==> src/hw/rtl/lzd_pkg.sv <==
// ----------------------------------------------------------------------------
// lzd_pkg
// Types and constants shared by the LZ77 flag-bit decompressor.
// ----------------------------------------------------------------------------
package lzd_pkg;

  localparam int unsigned WINDOW_DEPTH_DEF = 8192;
  localparam int unsigned LANES            = 4;
  localparam int unsigned QUEUE_DEPTH      = 4;
  localparam int unsigned DIST_W           = 14;
  localparam int unsigned LEN_W            = 9;
  localparam int unsigned CNT_W            = 3;

  localparam logic [DIST_W-1:0] LONG_BASE  = 14'd8192;
  localparam logic [DIST_W-1:0] SHORT_BASE = 14'd256;

  // Decoder phase, one-hot
  typedef enum logic [7:0] {
    PH_FLAG1     = 8'b0000_0001,
    PH_FLAG2     = 8'b0000_0010,
    PH_SHORTBITS = 8'b0000_0100,
    PH_LITERAL   = 8'b0000_1000,
    PH_LONG_LO   = 8'b0001_0000,
    PH_LONG_HI   = 8'b0010_0000,
    PH_LONG_LEN  = 8'b0100_0000,
    PH_SHORT_OFF = 8'b1000_0000
  } phase_t;

  typedef enum logic [1:0] {
    CMD_LIT  = 2'd0,
    CMD_COPY = 2'd1,
    CMD_END  = 2'd2
  } cmd_kind_t;

  // One decoded command passed from front to back
  typedef struct packed {
    cmd_kind_t         kind;
    logic [7:0]        lit;
    logic [DIST_W-1:0] distance;
    logic [LEN_W-1:0]  len;
  } cmd_t;

  // Back-end sequencer, one-hot
  typedef enum logic [3:0] {
    BK_IDLE = 4'b0001,
    BK_RD   = 4'b0010,
    BK_WR   = 4'b0100,
    BK_EMIT = 4'b1000
  } back_state_t;

endpackage

==> src/hw/rtl/lzd_queue.sv <==
// ----------------------------------------------------------------------------
// lzd_queue
// Short command queue between the parser and the copy engine.
// ----------------------------------------------------------------------------
module lzd_queue (
  input  logic          clk,
  input  logic          rst,
  input  logic          push,
  input  lzd_pkg::cmd_t push_cmd,
  input  logic          pop,
  output logic          full,
  output logic          empty,
  output lzd_pkg::cmd_t head
);

  import lzd_pkg::*;

  localparam int unsigned PW = $clog2(QUEUE_DEPTH);

  cmd_t          slots [QUEUE_DEPTH];
  logic [PW-1:0] wr_ptr, rd_ptr;
  logic [PW:0]   count;

  assign full  = (count == (PW+1)'(QUEUE_DEPTH));
  assign empty = (count == '0);
  assign head  = slots[rd_ptr];

  // Store payload
  always_ff @(posedge clk) begin
    if (push) begin
      slots[wr_ptr] <= push_cmd;
    end
  end

  // Advance pointers and occupancy
  always_ff @(posedge clk) begin
    if (rst) begin
      wr_ptr <= '0;
      rd_ptr <= '0;
      count  <= '0;
    end else begin
      if (push) begin
        wr_ptr <= wr_ptr + PW'(1);
      end
      if (pop) begin
        rd_ptr <= rd_ptr + PW'(1);
      end
      if (push && !pop) begin
        count <= count + (PW+1)'(1);
      end else if (pop && !push) begin
        count <= count - (PW+1)'(1);
      end
    end
  end

endmodule

==> config.mk <==
export PLATFORM = sky130hd
export DESIGN_NAME = lzd_queue
export DESIGN_NICKNAME = d
export VERILOG_FILES = /design/src/hw/rtl/lzd_pkg.sv /design/src/hw/rtl/lzd_queue.sv
export SDC_FILE = /design/constraint.sdc
export NUM_CORES = 1
export LEC_CHECK = 0
export BUFFER_PORTS_ARGS = -buffer_cell sky130_fd_sc_hd__buf_4
export CORE_UTILIZATION = 50
export DETAILED_ROUTE_END_ITERATION = 7
export GPL_ROUTABILITY_DRIVEN = 1
export PLACE_DENSITY = 0.73
export SYNTH_ARGS = -nofsm -noshare
export SYNTH_HDL_FRONTEND = slang
export SYNTH_SLANG_ARGS = --single-unit
==> constraint.sdc <==
create_clock -name clk -period 1.85 [get_ports clk]
set_input_delay 0 -clock clk [delete_from_list [all_inputs] [get_ports clk]]
set_output_delay 0 -clock clk [all_outputs]
set_load 0.03 [all_outputs]
==> summary.txt, run 1 <==
Place
  – Area after DPL: 5960 um^2
  – Pre-CTS worst setup slack: 0.119 ns
  – DP HPWL: 5040 um
  – Port bufs: 71
  – GPL Wtd Cong: 0.688

Worst setup path
  – Biggest cell delay along the critical path: 0.52 ns
  – Crit path DAT: 1.85 ns
  – Critical Path, Cell by Cell: buf_12 -> buf_12 -> mux4_2 -> buf_6
  – Worst setup SP type: flip-flop
  – CP Data Required Time: 1.85 ns
  – Critical path endpoint category: output pin
  – Worst Path Max Fanout: 7
  – Worst Setup Path Type: flip-flop to output pin
  – Most frequent cell on the critical path: buf_12
  – Slowest cell on crit path: mux4_2

GRT
  – Initial antenna violation count: 0
  – Gr usage total: 0.182
  – Vias in the first global route: 2727
  – Largest net degree at the start of global routing: 34
  – First-pass GRT wire length: 14100 um
  – Grt ovf: 0

Yosys
  – Syn nets: 260
  – Yosys warns: 0
  – Synth area leader: edfxtp_1
  – Post-Syn Instances: 217
  – Seq/Total Area, Yosys: 0.791
  – Synth top area share: 0.757
  – Post-Syn Area: 5240 um^2
  – #FFs+latches synth: 141
  – Average size of a mapped cell: 24.1 um^2
  – Top area cells in the synthesized netlist: edfxtp_1, mux4_2, dfxtp_1, mux4_1, ha_1
  – Unique masters post-synth: 22

Die
  – Total I/O pin count: 72
  – Starting density of the core: 0.526
  – Full die area: 10900 um^2
  – Core area: 9950 um^2
  – DIE HEIGHT: 104 um
  – Row cnt: 36
  – Die X: 104 um

Cells and area
  – Antenna Diode Count: 0
  – Layout cells sized above 1: 0.427
  – Filler Cell Count: 605
  – Most common cell after layout, fill and taps aside: edfxtp_1
  – Most frequent cells in the layout: edfxtp_1, buf_4, dlygate4sd3_1
  – Layout area overhead: 34.2%
  – Nets: 393
  – Post-route cell area: 7030 um^2

Detailed routing
  – Total Wirelength: 9020 um
  – 1st-iter DRT viols: 69
  – Detail Route Antenna Nets: 0
  – Vias per cell: 5.17
  – DRC: 0
  – Drt first pass iters: 4
  – Vias: 2566
  – Wire per inst: 18.2 um

Pwr
  – Lkg Pwr: 2.48 nW
  – Peak VDD IR: 0.732 mV
  – Pwr Density: 1130 nW/um^2

Run
  – Max_cap viols: 0

STA
  – Final Hold Vio Count: 0
  – Min Tclk post-route: 1.85 ns
  – Final Max Tran Viols: 0
  – Total negative slack: -0.00476 ns
  – Final Skew: 0.00913 ns
  – Final setup viols: 1
  – FMAX: 539 MHz
  – Worst-Margin Slew: 0.880 ns
  – RSZ-0062 raised after global routing: yes
  – Final setup margin: -0.00476 ns
  – Max_slew headroom: 0.413
  – Final period util: 1.00

Min path
  – Min-Delay Path Class: input pin to flip-flop

Clock tree
  – CTS Buf Count: 17
  – Clock-pin slew on the worst setup and hold paths: 0.07 ns
  – Clock Latency Late Sink: 0.52 ns
  – CTS H-tree lvls: 4
  – CTS tree: built
  – Clk buf depth: 2
  – # clock sinks: 141
  – Root buffer cell: clkbuf_8

Status
  – Status: finished with violations
  – Failing checks: setup timing
## cells by family after synthesis
kind of cell | Yosys count | synth area share
fa+ha+maj | 6 | 0.0158
buf+inv | 13 | 0.0208
simple gates | 15 | 0.0141
flops | 141 | 0.791
xor+xnor | 5 | 0.00836
mux | 35 | 0.148
compound gates | 2 | 0.00191
## synth_stat cells (all sizes together)
cell type	n
edfxtp	132
mux4	33
dfxtp	9
buf	7
nor2	7
ha	5
and2	4
inv	4
xor2	3
clkbuf	2
mux2i	2
xnor2	2
a21oi	1
fa	1
nand2	1
nor3	1
nor3b	1
o21ai	1
or3	1
## power by group
part / leakage, nW / internal, mW / switching [mW] / total (mW)
logic: 0.934 / 0.553 / 0.580 / 1.13
clock network: 0.256 / 1.69 / 1.37 / 3.06
registers: 1.29 / 3.66 / 0.0613 / 3.72
## final timing paths
kind                                        startpoint  cells after the start                     end  slack (ns)
worst max-delay path                         flip-flop                      4                head[11]      -0.005
worst min-delay path                      push_cmd[23]                      2  slots[0][23]$_DFFE_PP_        0.22
worst max register to register  wr_ptr[0]$_SDFFE_PP0P_                      3  slots[0][17]$_DFFE_PP_        0.16
worst min register to register   count[2]$_SDFFE_PP0P_                      2   count[2]$_SDFFE_PP0P_        0.51
## routing by layer
layer,vias to the layer above,GRT usage,routed length [um]
met1,1316,0.208,3640
met4,0,0.0888,214
met3,18,0.0533,354
met5,-,0,0
li1,1169,-,-
met2,63,0.311,4810
## worst max-delay path, delay by kind of cell, from the launching register on
family,cells,cell delay (ns)
buffers and inverters,3,0.43
multiplexers,1,0.52
flip-flops,1,0.38
## flip-flops by register name, summed over array words and instances (netlist names), named ones only
register / count
slots: 132
wr_ptr: 2
count: 3
rd_ptr: 2
## through the flow
step           power, mW  std cells  utilization  hold WS, ns
4_1_cts             7.96        496        0.706        0.190
2_1_floorplan       4.41        217            -       0.0989
5_1_grt             8.18        496        0.706        0.205
3_5_place_dp        4.77        421        0.598        0.203
6_report            7.92        496        0.706        0.216
3_3_place_gp        4.75        421        0.598        0.199
## repair_timing
| action | CTS | global route |
|---|---|---|
| buffers inserted | 6 | 0 |
| resized for setup | 17 | 2 |
| endpoints found under the setup margin | 29 | 22 |
| hold buffers | 37 | 0 |
| endpoints found under the hold margin | 141 | 0 |
| gates cloned | 0 | 0 |
## area by class of cell
| cell class | count | area (um^2) | area share |
|---|---|---|---|
| Clock buffer | 17 | 414 | 0.0589 |
| Clock inverter | 15 | 131 | 0.0187 |
| Inverter | 4 | 15.0 | 0.00214 |
| Multi-Input combinational cell | 63 | 986 | 0.140 |
| Sequential cell | 141 | 4150 | 0.590 |
| Tap cell | 133 | 166 | 0.0237 |
| Timing Repair Buffer | 123 | 1170 | 0.166 |
No activity file was read; power rests on OpenSTA's default activity.
==> run 2, diff against run 1 <==
- PLACE_DENSITY: 0.73 -> 0.7
- clock period: 1.85 -> 2.03 ns (I/O delays scaled with it)
==> summary.txt, run 2 (synthesis results as in run 1) <==
Status
  – Status: finished clean

Cells and area
  – Post-route cell area: 6910 um^2 (-1.7%)
  – Largest register by flop count: slots
  – Fin util: 0.694 (-0.0123)
  – Antenna Diode Count: 0 (unchanged)
  – Most frequent cells in the layout: edfxtp_1, buf_4, dlygate4sd3_1
  – Layout area overhead: 31.9%
  – Max FFs per register: 132 (unchanged)
  – FF/Latch Area: 4150 um^2 (about the same)
  – Largest registers: slots x132, count x3
  – Layout cells sized above 1: 0.404 (-0.0230)
  – Most common cell after layout, fill and taps aside: edfxtp_1
  – Area occupied by multi-input gates: 990 um^2 (+0.38%)
  – Nets: 384 (-2.3%)
  – Filler Cell Count: 619 (+2.3%)

STA
  – RSZ-0062 raised after global routing: no
  – Max_slew headroom: 0.413 (about the same)
  – FMAX: 511 MHz
  – Worst-Margin Slew: 0.880 ns (+0.000230 ns)
  – Final Hold Vio Count: 0 (unchanged)
  – Final setup margin: 0.0722 ns (+0.0769 ns)
  – Min Tclk post-route: 1.96 ns
  – Final period util: 0.964
  – Final setup viols: 0 (-1)
  – Total negative slack: 0 ns (+0.00476 ns)
  – Final Skew: 0.0113 ns (+0.00220 ns)
  – Final Max Tran Viols: 0 (unchanged)

Clock tree
  – CTS H-tree lvls: 4 (unchanged)
  – CTS tree: built
  – CTS Buf Count: 17 (unchanged)
  – Clk buf depth: 2 (unchanged)
  – # clock sinks: 141 (unchanged)
  – Clock-pin slew on the worst setup and hold paths: 0.06 ns (about the same)
  – Root buffer cell: clkbuf_8
  – Clock Latency Late Sink: 0.50 ns (-0.02 ns)
  – Post CTS Setup Buffer Count: 0 (-6)

Worst setup path
  – Reg2reg setup slack: 0.35 ns (+0.19 ns)
  – Worst Path Max Fanout: 17 (+10)
  – Crit path DAT: 1.96 ns (+0.11 ns)
  – Worst r2r dst: slots[0][23]$_DFFE_PP_
  – Worst setup SP type: flip-flop
  – Worst-case reg-to-reg path depth: 3 (unchanged)
  – CP Data Required Time: 2.03 ns (+0.18 ns)
  – Worst r2r src: wr_ptr[0]$_SDFFE_PP0P_
  – Critical path endpoint category: output pin
  – Worst Setup Path Type: flip-flop to output pin

Pwr
  – Pwr Density: 1060 nW/um^2 (-5.5%)
  – Lkg Pwr: 2.43 nW (-1.8%)
  – Peak VDD IR: 0.689 mV (-5.9%)
  – Final Power: 7.35 mW (-7.2%)

GRT
  – First-pass GRT wire length: 14000 um (-1.1%)
  – Largest net degree at the start of global routing: 34 (unchanged)
  – Initial antenna violation count: 0 (unchanged)
  – Grt ovf: 0 (unchanged)
  – Gr usage total: 0.175 (-0.00693)
  – Vias in the first global route: 2678 (-1.8%)

Die
  – Total I/O pin count: 72 (unchanged)
  – DIE HEIGHT: 104 um (unchanged)
  – Core area: 9950 um^2 (unchanged)
  – Starting density of the core: 0.526 (unchanged)
  – Row cnt: 36 (unchanged)
  – Die X: 104 um (unchanged)
  – Full die area: 10900 um^2 (unchanged)

Detailed routing
  – Vias per cell: 5.18 (+0.14%)
  – Wire per inst: 18.2 um (+0.32%)
  – Drt first pass iters: 4 (unchanged)
  – DRC: 0 (unchanged)
  – 1st-iter DRT viols: 111 (+61%)
  – Total Wirelength: 8890 um (-1.5%)
  – Detail Route Antenna Nets: 0 (unchanged)
  – Vias: 2523 (-1.7%)

Place
  – Area after DPL: 5930 um^2 (-0.50%)
  – DP HPWL: 4910 um (-2.7%)
  – Port bufs: 71 (unchanged)
  – GPL Wtd Cong: 0.644 (-6.5%)
  – Pre-CTS worst setup slack: 0.322 ns (+0.203 ns)

Min path
  – Min-Delay Path Class: input pin to flip-flop
  – Worst hold path endpoint: slots[1][12]$_DFFE_PP_
  – Worst Hold Depth: 2 (unchanged)
  – HP Start: push_cmd[12]

Run
  – Max_cap viols: 0 (unchanged)
==> run 2: cell types whose count changed in the layout (fill, tap and decap cells not counted), moves of 3 or more <==
| cell | previous run | this run |
|---|---|---|
| buf_12 | 7 | 3 |
| buf_6 | 17 | 0 |
| clkinv_2 | 0 | 3 |
| bufinv_16 | 0 | 3 |
| buf_4 | 62 | 73 |
==> run 2: metrics by stage <==
stage | cells | hold slack (ns)
floorplan | 217 | 0.0989
global placement | 417 | 0.200
detailed placement | 417 | 0.206
CTS | 486 | 0.218
global route | 487 | 0.223
finish | 487 | 0.238
==> run 2: how the worst max path moves through the flow <==
stage               cells after the start  slack, ns                   start                     end
floorplan                               3       0.28  wr_ptr[0]$_SDFFE_PP0P_   slots[2][0]$_DFFE_PP_
global placement                        3       0.33  wr_ptr[0]$_SDFFE_PP0P_  slots[0][21]$_DFFE_PP_
detailed placement                      3       0.32  wr_ptr[0]$_SDFFE_PP0P_  slots[0][22]$_DFFE_PP_
CTS                                     3       0.01               flip-flop                head[19]
global route                            3      0.005               flip-flop                head[19]
finish                                  3       0.07               flip-flop                head[19]
==> run 2: critical path, cell delays in order, from the launching register on <==
cell and delay (ns):
dfxtp_2 0.66, buf_12 0.23, mux4_1 0.35, buf_4 0.20
==> run 2: cell type report <==
cell class                 count  share of cell area
inverter                       4             0.00217
multi-input combinational     63               0.143
clock inverter                14              0.0243
tap                          133              0.0241
timing repair buffer         114               0.145
clock buffer                  18              0.0605
sequential                   141               0.600
==> run 2: timing repair <==
action / CTS / global route
gates resized for setup: 0 / 0
hold endpoints to repair: 141 / 0
hold buffers: 37 / 0
setup endpoints to repair: 0 / 1
==> run 2: power breakdown <==
part           total, mW  leakage, nW  switching, mW  internal (mW)
Clock               3.01        0.283           1.13           1.87
Combinational      0.945        0.862          0.506          0.439
Sequential          3.40         1.29         0.0604           3.34
==> run 2: routing by layer <==
| layer | global-route usage | up-vias | wire [um] |
|---|---|---|---|
| li1 | - | 1152 | - |
| met1 | 0.237 | 1278 | 3960 |
| met2 | 0.270 | 86 | 4390 |
| met3 | 0.0439 | 7 | 440 |
| met4 | 0.0765 | 0 | 93 |
| met5 | 0 | - | 0 |
