## src/hw/rtl/lzd_pkg.sv

```systemverilog
// ----------------------------------------------------------------------------
// lzd_pkg
// Types and constants shared by the LZ77 flag-bit decompressor.
// ----------------------------------------------------------------------------
package lzd_pkg;

  localparam int unsigned WINDOW_DEPTH_DEF = 8192;
  localparam int unsigned LANES            = 4;
  localparam int unsigned QUEUE_DEPTH      = 4;
  localparam int unsigned DIST_W           = 14;
  localparam int unsigned LEN_W            = 9;
  localparam int unsigned CNT_W            = 3;

  localparam logic [DIST_W-1:0] LONG_BASE  = 14'd8192;
  localparam logic [DIST_W-1:0] SHORT_BASE = 14'd256;

  // Decoder phase, one-hot
  typedef enum logic [7:0] {
    PH_FLAG1     = 8'b0000_0001,
    PH_FLAG2     = 8'b0000_0010,
    PH_SHORTBITS = 8'b0000_0100,
    PH_LITERAL   = 8'b0000_1000,
    PH_LONG_LO   = 8'b0001_0000,
    PH_LONG_HI   = 8'b0010_0000,
    PH_LONG_LEN  = 8'b0100_0000,
    PH_SHORT_OFF = 8'b1000_0000
  } phase_t;

  typedef enum logic [1:0] {
    CMD_LIT  = 2'd0,
    CMD_COPY = 2'd1,
    CMD_END  = 2'd2
  } cmd_kind_t;

  // One decoded command passed from front to back
  typedef struct packed {
    cmd_kind_t         kind;
    logic [7:0]        lit;
    logic [DIST_W-1:0] distance;
    logic [LEN_W-1:0]  len;
  } cmd_t;

  // Back-end sequencer, one-hot
  typedef enum logic [3:0] {
    BK_IDLE = 4'b0001,
    BK_RD   = 4'b0010,
    BK_WR   = 4'b0100,
    BK_EMIT = 4'b1000
  } back_state_t;

endpackage

```

## src/hw/rtl/lzd_front.sv

```systemverilog
// ----------------------------------------------------------------------------
// lzd_front
// Parses control bits and data bytes into literal, copy and end commands.
// ----------------------------------------------------------------------------
module lzd_front (
  input  logic          clk,
  input  logic          rst,
  input  logic          in_fire,
  input  logic [7:0]    in_byte,
  output logic          push,
  output lzd_pkg::cmd_t push_cmd
);

  import lzd_pkg::*;

  phase_t      phase, phase_next;
  logic [7:0]  control_bits, control_bits_next;
  logic [3:0]  bits_left, bits_left_next;
  logic [15:0] pending_word, pending_word_next;
  logic [1:0]  short_length, short_length_next;
  logic        bit_now;
  logic [15:0] word;

  // Decode one byte, then consume control bits until a data byte is due
  always_comb begin
    phase_next        = phase;
    control_bits_next = control_bits;
    bits_left_next    = bits_left;
    pending_word_next = pending_word;
    short_length_next = short_length;
    push              = 1'b0;
    push_cmd          = '{kind: CMD_LIT, lit: in_byte, distance: '0, len: '0};
    word              = {in_byte, pending_word[7:0]};
    bit_now           = 1'b0;
    if (in_fire) begin
      unique case (phase)
        PH_FLAG1, PH_FLAG2, PH_SHORTBITS: begin
          control_bits_next = in_byte;
          bits_left_next    = 4'd8;
        end
        PH_LITERAL: begin
          push       = 1'b1;
          phase_next = PH_FLAG1;
        end
        PH_LONG_LO: begin
          pending_word_next = {8'd0, in_byte};
          phase_next        = PH_LONG_HI;
        end
        PH_LONG_HI: begin
          pending_word_next = word;
          if (word == 16'd0) begin
            push              = 1'b1;
            push_cmd.kind     = CMD_END;
            control_bits_next = 8'd0;
            bits_left_next    = 4'd0;
            phase_next        = PH_FLAG1;
          end else if (word[2:0] == 3'd0) begin
            phase_next = PH_LONG_LEN;
          end else begin
            push              = 1'b1;
            push_cmd.kind     = CMD_COPY;
            push_cmd.distance = LONG_BASE - {1'b0, word[15:3]};
            push_cmd.len      = LEN_W'(word[2:0]) + LEN_W'(2);
            phase_next        = PH_FLAG1;
          end
        end
        PH_LONG_LEN: begin
          push              = 1'b1;
          push_cmd.kind     = CMD_COPY;
          push_cmd.distance = LONG_BASE - {1'b0, pending_word[15:3]};
          push_cmd.len      = LEN_W'(in_byte) + LEN_W'(1);
          phase_next        = PH_FLAG1;
        end
        PH_SHORT_OFF: begin
          push              = 1'b1;
          push_cmd.kind     = CMD_COPY;
          push_cmd.distance = SHORT_BASE - DIST_W'(in_byte);
          push_cmd.len      = LEN_W'(short_length) + LEN_W'(2);
          phase_next        = PH_FLAG1;
        end
        default: begin
          phase_next = PH_FLAG1;
        end
      endcase
      // At most four control bits are taken before a data byte is due
      for (int i = 0; i < 4; i++) begin
        if ((phase_next == PH_FLAG1 || phase_next == PH_FLAG2 ||
             phase_next == PH_SHORTBITS) && bits_left_next != 4'd0) begin
          bit_now           = control_bits_next[0];
          control_bits_next = control_bits_next >> 1;
          bits_left_next    = bits_left_next - 4'd1;
          if (phase_next == PH_FLAG1) begin
            phase_next = bit_now ? PH_LITERAL : PH_FLAG2;
          end else if (phase_next == PH_FLAG2) begin
            if (bit_now) begin
              phase_next = PH_LONG_LO;
            end else begin
              phase_next        = PH_SHORTBITS;
              pending_word_next = 16'd0;
              short_length_next = 2'd0;
            end
          end else begin
            short_length_next = {short_length_next[0], bit_now};
            if (pending_word_next == 16'd0) begin
              pending_word_next = 16'd1;
            end else begin
              phase_next = PH_SHORT_OFF;
            end
          end
        end
      end
    end
  end

  // Hold decoder state
  always_ff @(posedge clk) begin
    if (rst) begin
      phase        <= PH_FLAG1;
      control_bits <= 8'd0;
      bits_left    <= 4'd0;
      pending_word <= 16'd0;
      short_length <= 2'd0;
    end else begin
      phase        <= phase_next;
      control_bits <= control_bits_next;
      bits_left    <= bits_left_next;
      pending_word <= pending_word_next;
      short_length <= short_length_next;
    end
  end

endmodule

```

## config.mk

```make
export PLATFORM = sky130hd
export DESIGN_NAME = lzd_front
export DESIGN_NICKNAME = d
export VERILOG_FILES = /design/src/hw/rtl/lzd_pkg.sv /design/src/hw/rtl/lzd_front.sv
export SDC_FILE = /design/constraint.sdc
export NUM_CORES = 1
export LEC_CHECK = 0
export ABC_CLOCK_PERIOD_IN_PS = 13850
export BUFFER_PORTS_ARGS = -buffer_cell sky130_fd_sc_hd__buf_2
export CAP_MARGIN = 0
export CORE_UTILIZATION = 45
export DETAILED_ROUTE_END_ITERATION = 7
export GPL_TIMING_DRIVEN = 0
export PLACE_DENSITY = 0.74
export SYNTH_ARGS = -nofsm -noshare
export SYNTH_HDL_FRONTEND = slang
export SYNTH_SLANG_ARGS = --single-unit
export TNS_END_PERCENT = 30
```

## constraint.sdc

```tcl
create_clock -name clk -period 13.85 [get_ports clk]
set_clock_uncertainty 0.15 [all_clocks]
set_input_delay 2.0775 -clock clk [delete_from_list [all_inputs] [get_ports clk]]
set_output_delay 2.0775 -clock clk [all_outputs]
set_load 0.05 [all_outputs]
```

==> impl_metrics.json, run 1 <==
{
  "finalSetupTns_ns": 0,
  "path_clk_slew_ns": 0.08,
  "yosysUniqueCellTypes": 90,
  "cp_num_buf_inv": 9,
  "r2r_slack_ns": 4.32,
  "critPathArrivalTime_ns": 11.15,
  "crit_family": "buffers and inverters",
  "grt_antenna_before_repair": 0,
  "viasPerCell": 6.44,
  "num_antenna_cells": 0,
  "dpl_worst_slack_ns": 2.59,
  "syn_area_per_cell_sq_um": 7.57,
  "first_pass_iters": 6,
  "syn_area_sq_um": 4810,
  "die_w_microns": 105,
  "worst_pin_slew_ns": 1.18,
  "core-area_sq_um": 10300,
  "synth_xor_xnor_area_share_pct": 6.92,
  "setup_viol": 0,
  "grt_pass1_wl_microns": 24800,
  "die_y_microns": 105,
  "synthSimpleGateAreaFrac_pct": 26.5,
  "dpl.hpwl_microns": 12200,
  "r2r_start": "phase[2]$_SDFFE_PP0P_",
  "hold_depth": 2,
  "final_cell_mix": "nor2_1 (77), buf_2 (48), nand2_1 (46)",
  "synthFlopType": "dfxtp_1",
  "netlist_instances": 635,
  "ys_seq_elements": 38,
  "cts_max_level": 2,
  "overflow": 0,
  "routedWlPerCell_microns": 18.9,
  "drc": 0,
  "criticalPathCategory": "primary input to register",
  "cp_max_fo": 10,
  "grt_setup_unrepaired": "no",
  "period_needed_ns": 11.08,
  "cts_setup_buffers": 0,
  "cpMostUsedCell": "ha_1",
  "worstHoldStart": "control_bits[7]$_SDFFE_PP0P_",
  "holdCritPathClass": "register to register",
  "drtIter0Drc": 487,
  "final.setup.worst_slack_ns": 2.77,
  "muxShareOfSynthArea_pct": 7.88,
  "wl_microns": 15500,
  "first_global_vias": 4856,
  "max_freq_mhz": 90.2,
  "cts_buffers": 5,
  "ioPinCount": 45,
  "nFillCells": 1037,
  "timing_hold_violations_final": 0,
  "cts_hold_buf": 0,
  "synth_compound_area_share_pct": 33.2,
  "grt_usage_pct": 27.7,
  "synth-async-reset-ratio_pct": 0,
  "max_slew_margin_pct": 20.9,
  "cts_tree": "yes",
  "drv_slew": 0,
  "finalCritPeriodShare_pct": 80.0,
  "worstHoldEndpoint": "control_bits[7]$_SDFFE_PP0P_",
  "start_kind": "primary input",
  "grt_max_degree": 14,
  "ys_seq_area_share_pct": 15.8,
  "ant_nets": 0,
  "area_delta_synth_final_pct": 10.5,
  "clkLatencyLatePin_ns": 0.30,
  "vias": 5267,
  "synth_edf_count": 0,
  "worst_path_largest_cell_delay_ns": 0.54,
  "rows": 37,
  "cts_sinks": 38,
  "status": "finished, final reports clean",
  "synth_nets": 654,
  "clk_path_buf_depth": 2,
  "cts_resized": 0,
  "root_buffer": "clkbuf_8",
  "io_buffers": 39,
  "worst_ep_required_time_ns": 13.92,
  "die-area_sq_um": 11100,
  "drv_cap": 0,
  "synth_top_family_by_area": "compound AO/OA/AOI/OAI gates",
  "rr_worst_depth": 32,
  "synth_warnings": 0,
  "setup.worst_path.end_class": "register",
  "r2r-end": "phase[4]$_SDFFE_PP0P_",
  "initial_core_util_pct": 46.6,
  "synthAdderAreaFrac_pct": 2.08,
  "gp_congestion": 0.955,
  "crit_slowest_cell": "a21boi_1",
  "drive_gt1_share_pct": 16.9,
  "layout_commonest_cell": "nor2_1",
  "final_util_pct": 51.5,
  "nets": 700
}
[registers in the layout (all words and copies together), names as in the netlist]
register and cells:
pending_word 16, short_length 2, control_bits 8, phase 8, bits_left 4
[Yosys cell counts, types with 15 or more instances]
cell type,n,area [sq um]
clkbuf_1,37,139
a22o_1,15,131
mux2i_1,30,300
nand3_1,20,100
nor3_1,17,85.1
o21ai_0,22,110
nor2_1,77,289
xnor2_1,19,166
inv_1,15,56.3
xor2_1,19,166
dfxtp_1,38,761
nand2_1,46,173
a21oi_1,23,115
[cell type report]
class,count,area (sq um),area share [%]
multi-input cells,520,3680,69.4
flip-flops and latches,38,761,14.3
plain buffers,62,308,5.79
repair buffers,39,195,3.67
well taps,136,170,3.20
clock buffers,5,68.8,1.30
clock inverters,3,68.8,1.30
inverters,15,56.3,1.06
[routing by layer]
metal	GRT usage [%]	routed length (microns)	vias to the layer above	part of all wire [%]
met2	46.0	7120	266	46
met5	0	0	-	0
li1	-	-	2476	-
met4	11.7	561	0	3.6
met3	4.14	1270	46	8.2
met1	35.4	6520	2479	42
[tightest hold or removal path, stage by stage (launching register included)]
cell and delay [ns]:
dfxtp_1 0.32, nand2_1 0.06, a21oi_1 0.05
[logic make-up after synthesis]
group	after synthesis
XOR/XNOR	38
multiplexers	37
adder cells (fa/ha/maj)	8
buffers and inverters	77
AND/OR/NAND/NOR	240
AO/OA/AOI/OAI	197
flip-flops	38
[worst max path at each step]
stage	from	to	slack, ns	depth (start not counted)
2_1_floorplan	in_byte[1]	phase[4]$_SDFFE_PP0P_	4.20	34
3_3_place_gp	in_byte[1]	phase[4]$_SDFFE_PP0P_	2.75	35
3_5_place_dp	in_byte[1]	bits_left[3]$_SDFFE_PP0P_	2.59	36
4_1_cts	in_byte[1]	bits_left[3]$_SDFFE_PP0P_	2.87	36
5_1_grt	in_byte[0]	bits_left[3]$_SDFFE_PP0P_	2.25	36
6_report	in_byte[1]	phase[4]$_SDFFE_PP0P_	2.77	35
[metrics by stage]
stage,cell area (sq um),instances,hold slack [ns]
after floorplan,4810,635,0.291
after global placement,5170,810,0.305
after detailed placement,5170,810,0.311
after CTS,5310,818,0.325
after global routing,5310,818,0.362
final,5310,818,0.322
Power of run 1 is not shown: default switching activity piles up to over one toggle a cycle in this logic, so the estimate is an artifact.
==> inputs of run 2 (changes only) <==
--- a/config.mk
+++ b/config.mk
@@ -5,7 +5,7 @@
 export SDC_FILE = /design/constraint.sdc
 export NUM_CORES = 1
 export LEC_CHECK = 0
-export ABC_CLOCK_PERIOD_IN_PS = 13850
+export ABC_CLOCK_PERIOD_IN_PS = 11200
 export BUFFER_PORTS_ARGS = -buffer_cell sky130_fd_sc_hd__buf_2
 export CAP_MARGIN = 0
 export CORE_UTILIZATION = 45
==> constraint.sdc (replaced) <==
create_clock -name clk -period 11.2 [get_ports clk]
set_clock_uncertainty 0.15 [all_clocks]
set_input_delay 1.68 -clock clk [delete_from_list [all_inputs] [get_ports clk]]
set_output_delay 1.68 -clock clk [all_outputs]
set_load 0.05 [all_outputs]
==> run 2 against run 1 <==
Critical path depth is the same. Worst hold slack is essentially flat. Global-route usage is the same. Setup slack lost 2.0 ns. First-iteration DRC count shrank 18%. Design area is essentially flat. Final cell count shrank 0.12%. Non-clock buffer count shrank 1. Sequential cell count is the same. Wire length is essentially flat. Via count shrank 1.4%. Sequential share of layout area is essentially flat. Largest cell class unchanged. Highest routed layer unchanged.
==> impl_metrics.json, run 2 (synthesized netlist as in run 1, its figures left out) <==
{
  "grt_max_degree": 14,
  "routedWlPerCell_microns": 18.9,
  "ant_nets": 0,
  "cpMostUsedCell": "ha_1",
  "die-area_sq_um": 11100,
  "crit_slowest_cell": "or4b_1",
  "cp_num_buf_inv": 9,
  "area_delta_synth_final_pct": 10.4,
  "rows": 37,
  "die_w_microns": 105,
  "worstHoldStart": "control_bits[7]$_SDFFE_PP0P_",
  "largest_reg_flops": 16,
  "status": "finished, final reports clean",
  "first_global_vias": 4856,
  "grt.busiest_layer": "met2",
  "cts_sinks": 38,
  "period_needed_ns": 10.42,
  "wl_microns": 15500,
  "criticalPathCategory": "primary input to register",
  "viasPerCell": 6.36,
  "start_kind": "primary input",
  "path_clk_slew_ns": 0.08,
  "cts_buffers": 5,
  "worst_path_largest_cell_delay_ns": 0.54,
  "crit_family": "simple AND/OR/NAND/NOR gates",
  "regMostFlops": "pending_word",
  "layout_commonest_cell": "nor2_1",
  "nets": 699,
  "grt_setup_unrepaired": "no",
  "grt_antenna_before_repair": 0,
  "setup.worst_path.end_class": "register",
  "initial_core_util_pct": 46.6,
  "largest_registers": "pending_word (16), control_bits (8), phase (8)",
  "first_pass_iters": 5,
  "worst_ep_required_time_ns": 11.26,
  "nFillCells": 1036,
  "overflow": 0,
  "grt_use_met2_pct": 46.0,
  "die_y_microns": 105,
  "cts_hold_buf": 0,
  "holdCritPathClass": "register to register",
  "finalSetupTns_ns": 0,
  "setup_viol": 0,
  "cts_max_level": 2,
  "max_slew_margin_pct": 19.8,
  "critPathLaunch": "in_byte[1]",
  "drv_slew": 0,
  "vias": 5195,
  "dpl.hpwl_microns": 12200,
  "gr-usage-met1_pct": 35.4,
  "drv_cap": 0,
  "drtIter0Drc": 401,
  "r2r_start": "phase[2]$_SDFFE_PP0P_",
  "root_buffer": "clkbuf_8",
  "io_buffers": 39,
  "gp_congestion": 0.955,
  "worst_pin_slew_ns": 1.19,
  "drive_gt1_share_pct": 16.9,
  "cts_tree": "yes",
  "drc": 0,
  "grtUsageMet3_pct": 4.14,
  "timing_hold_violations_final": 0,
  "clkLatencyLatePin_ns": 0.29,
  "core-area_sq_um": 10300,
  "clk_path_buf_depth": 2,
  "ioPinCount": 45,
  "finalCritPeriodShare_pct": 93.0,
  "grt_pass1_wl_microns": 24800,
  "final_cell_mix": "nor2_1 (77), buf_2 (48), nand2_1 (46)",
  "grt_usage_pct": 27.7,
  "critPathArrivalTime_ns": 10.48,
  "cp_max_fo": 19,
  "max_freq_mhz": 96.0,
  "num_antenna_cells": 0,
  "holdWs_ns": 0.322
}
[run 2: cell types whose count changed in the layout (fill, tap and decap cells not counted), sizes merged]
cell | previous run | this run
buf | 64 | 63
[run 2: worst register-to-register path, delay by kind of cell, from the launching register on]
family / cells / cell delay [ns]
AOI/OAI and AO/OA: 10 / 2.39
and+or+nand+nor: 7 / 2.20
buffers and inverters: 6 / 1.78
muxes: 3 / 1.02
adders and majority gates: 4 / 0.97
DFF: 1 / 0.41
xor gates and xnor gates: 1 / 0.17
[run 2: metal layers]
layer | share of wire, % | vias up
met1 | 43 | 2442
met3 | 7.4 | 37
met5 | 0 | -
met4 | 3.5 | 0
li1 | - | 2480
met2 | 46 | 236
[run 2: worst paths after layout]
path                                  endpoint  slack [ns]  cells after the start
setup reg to reg         phase[4]$_SDFFE_PP0P_        2.03                     31
hold / removal    control_bits[7]$_SDFFE_PP0P_        0.32                      2
setup / recovery         phase[4]$_SDFFE_PP0P_        0.78                     35
hold reg to reg   control_bits[7]$_SDFFE_PP0P_        0.32                      2
[run 2: repair_timing]
item | CTS | global route
buffers inserted | 0 | 0
resized for setup | 0 | 0
endpoints found under the setup margin | 0 | 1
[run 2: through the flow]
step / instances / setup slack [ns] / utilization, % / instance area (sq um)
after floorplan: 635 / 1.95 / - / 4810
after global placement: 810 / 0.493 / 50.1 / 5170
after detailed placement: 810 / 0.338 / 50.1 / 5170
after CTS: 818 / 0.618 / 51.5 / 5310
after global routing: 817 / 0.293 / 51.4 / 5310
final: 817 / 0.784 / 51.4 / 5310
[run 2: cell type report]
class,count,area (sq um),area share (%)
Clock inverter,3,68.8,1.30
Multi-Input combinational cell,520,3680,69.4
Timing Repair Buffer,39,195,3.68
Buffer,61,304,5.73
Sequential cell,38,761,14.3
Inverter,15,56.3,1.06
Tap cell,136,170,3.21
Clock buffer,5,68.8,1.30
Power of run 2 is left out for the same reason.
==> inputs of run 3 (changes only) <==
--- a/config.mk
+++ b/config.mk
@@ -8,10 +8,13 @@
 export ABC_CLOCK_PERIOD_IN_PS = 11200
 export BUFFER_PORTS_ARGS = -buffer_cell sky130_fd_sc_hd__buf_2
 export CAP_MARGIN = 0
+export CELL_PAD_IN_SITES_DETAIL_PLACEMENT = 0
+export CELL_PAD_IN_SITES_GLOBAL_PLACEMENT = 1
 export CORE_UTILIZATION = 45
 export DETAILED_ROUTE_END_ITERATION = 7
 export GPL_TIMING_DRIVEN = 0
-export PLACE_DENSITY = 0.74
+export HOLD_SLACK_MARGIN = 0.02
+export PLACE_DENSITY = 0.93
 export SYNTH_ARGS = -nofsm -noshare
 export SYNTH_HDL_FRONTEND = slang
 export SYNTH_SLANG_ARGS = --single-unit
==> run 3 against run 2 <==
Non-clock buffer count did not move. Worst hold slack worse by 0.0013 ns. Wire length grew 2.6%.
==> impl_metrics.json, run 3 (synthesized netlist as in run 1, its figures left out) <==
{
  "status": "finished, final reports clean",
  "timing_hold_violations_final": 0,
  "worst_ep_required_time_ns": 11.28,
  "grt_setup_unrepaired": "no",
  "largest_registers": "pending_word (16), control_bits (8), phase (8)",
  "finalCritPeriodShare_pct": 93.1,
  "crit_slowest_cell": "or4b_1",
  "cpMostUsedCell": "ha_1",
  "viasPerCell": 6.42,
  "worstHoldEndpoint": "control_bits[7]$_SDFFE_PP0P_",
  "clkLatencyLatePin_ns": 0.31,
  "largest_reg_flops": 16,
  "dpl.hpwl_microns": 12500,
  "r2r_start": "phase[2]$_SDFFE_PP0P_",
  "root_buffer": "clkbuf_8",
  "hold_depth": 2,
  "holdCritPathClass": "register to register",
  "start_kind": "primary input",
  "setup.worst_path.end_class": "register",
  "critPathLaunch": "in_byte[1]",
  "vias": 5246,
  "cts_max_level": 2,
  "grt_max_degree": 14,
  "finalSetupTns_ns": 0,
  "drtIter0Drc": 398,
  "drv_cap": 0,
  "worst_pin_slew_ns": 1.13,
  "critPathArrivalTime_ns": 10.51,
  "cp_max_fo": 19,
  "first_global_vias": 4980,
  "drv_slew": 0,
  "ant_nets": 0,
  "drive_gt1_share_pct": 17.0,
  "num_antenna_cells": 0,
  "final_cell_mix": "nor2_1 (77), buf_2 (48), nand2_1 (46)",
  "multi_input_area_sq_um": 3690,
  "r2r_slack_ns": 2.17,
  "path_clk_slew_ns": 0.09,
  "drc": 0,
  "ioPinCount": 45,
  "max_slew_margin_pct": 23.8,
  "cts_buffers": 5,
  "overflow": 0,
  "area_delta_synth_final_pct": 10.5,
  "grt_usage_pct": 28.6,
  "rows": 37,
  "cts_sinks": 38,
  "criticalPathCategory": "primary input to register",
  "setup_viol": 0,
  "wl_microns": 15900,
  "nFillCells": 1047,
  "first_pass_iters": 5,
  "worst_path_largest_cell_delay_ns": 0.54,
  "io_buffers": 39,
  "die-area_sq_um": 11100,
  "worstHoldStart": "control_bits[7]$_SDFFE_PP0P_",
  "cts_hold_buf": 0,
  "core-area_sq_um": 10300,
  "layout_commonest_cell": "nor2_1",
  "rr_worst_depth": 32,
  "routedWlPerCell_microns": 19.4,
  "initial_core_util_pct": 46.6,
  "r2r-end": "phase[4]$_SDFFE_PP0P_",
  "die_y_microns": 105,
  "gp_congestion": 0.962,
  "clk_path_buf_depth": 2,
  "nets": 699,
  "cts_tree": "yes",
  "grt_antenna_before_repair": 0,
  "regMostFlops": "pending_word",
  "max_freq_mhz": 95.9,
  "period_needed_ns": 10.43,
  "seq_area_sq_um": 761,
  "die_w_microns": 105,
  "grt_pass1_wl_microns": 25600
}
==> run 3: cell type report <==
class	count	area share [%]
Clock buffer	5	1.30
Clock inverter	3	1.30
Tap cell	136	3.20
Timing Repair Buffer	39	3.67
Multi-Input combinational cell	520	69.4
Buffer	61	5.72
Inverter	15	1.06
Sequential cell	38	14.3
==> run 3: worst max-delay path by stage <==
stage | cells after the start | to | slack, ns
after global placement | 35 | phase[4]$_SDFFE_PP0P_ | 0.40
final | 35 | phase[4]$_SDFFE_PP0P_ | 0.77
after floorplan | 34 | phase[4]$_SDFFE_PP0P_ | 1.95
after detailed placement | 35 | phase[4]$_SDFFE_PP0P_ | 0.34
after global routing | 36 | bits_left[3]$_SDFFE_PP0P_ | 0.21
after CTS | 35 | phase[4]$_SDFFE_PP0P_ | 0.61
==> run 3: through the flow <==
stage	hold slack [ns]	util, %	cell area [sq um]	cells	worst slack (ns)
after floorplan	0.291	-	4810	635	1.95
after global routing	0.334	51.5	5310	817	0.213
after detailed placement	0.308	50.1	5170	810	0.337
final	0.321	51.5	5310	817	0.771
after global placement	0.305	50.1	5170	810	0.396
after CTS	0.322	51.5	5310	818	0.612
==> run 3: worst max-delay path, delay by kind of cell <==
| family | cells | cell delay (ns) |
|---|---|---|
| AO/OA/AOI/OAI | 8 | 1.48 |
| XOR/XNOR | 1 | 0.23 |
| adder cells (fa/ha/maj) | 5 | 1.34 |
| buffers and inverters | 10 | 2.04 |
| multiplexers | 2 | 0.82 |
| AND/OR/NAND/NOR | 9 | 2.86 |
==> run 3: what timing repair did <==
action | in CTS | in global routing
setup endpoints to repair | 0 | 16
buffers inserted | 0 | 0
gates resized for setup | 0 | 1
==> run 3: layer usage <==
| layer | up-vias | global-route usage [%] | part of all wire (%) |
|---|---|---|---|
| li1 | 2476 | - | - |
| met1 | 2475 | 37.0 | 43 |
| met2 | 247 | 48.4 | 47 |
| met3 | 48 | 3.28 | 6.4 |
| met4 | 0 | 11.3 | 3.5 |
| met5 | - | 0 | 0 |
Power of run 3 is left out for the same reason.
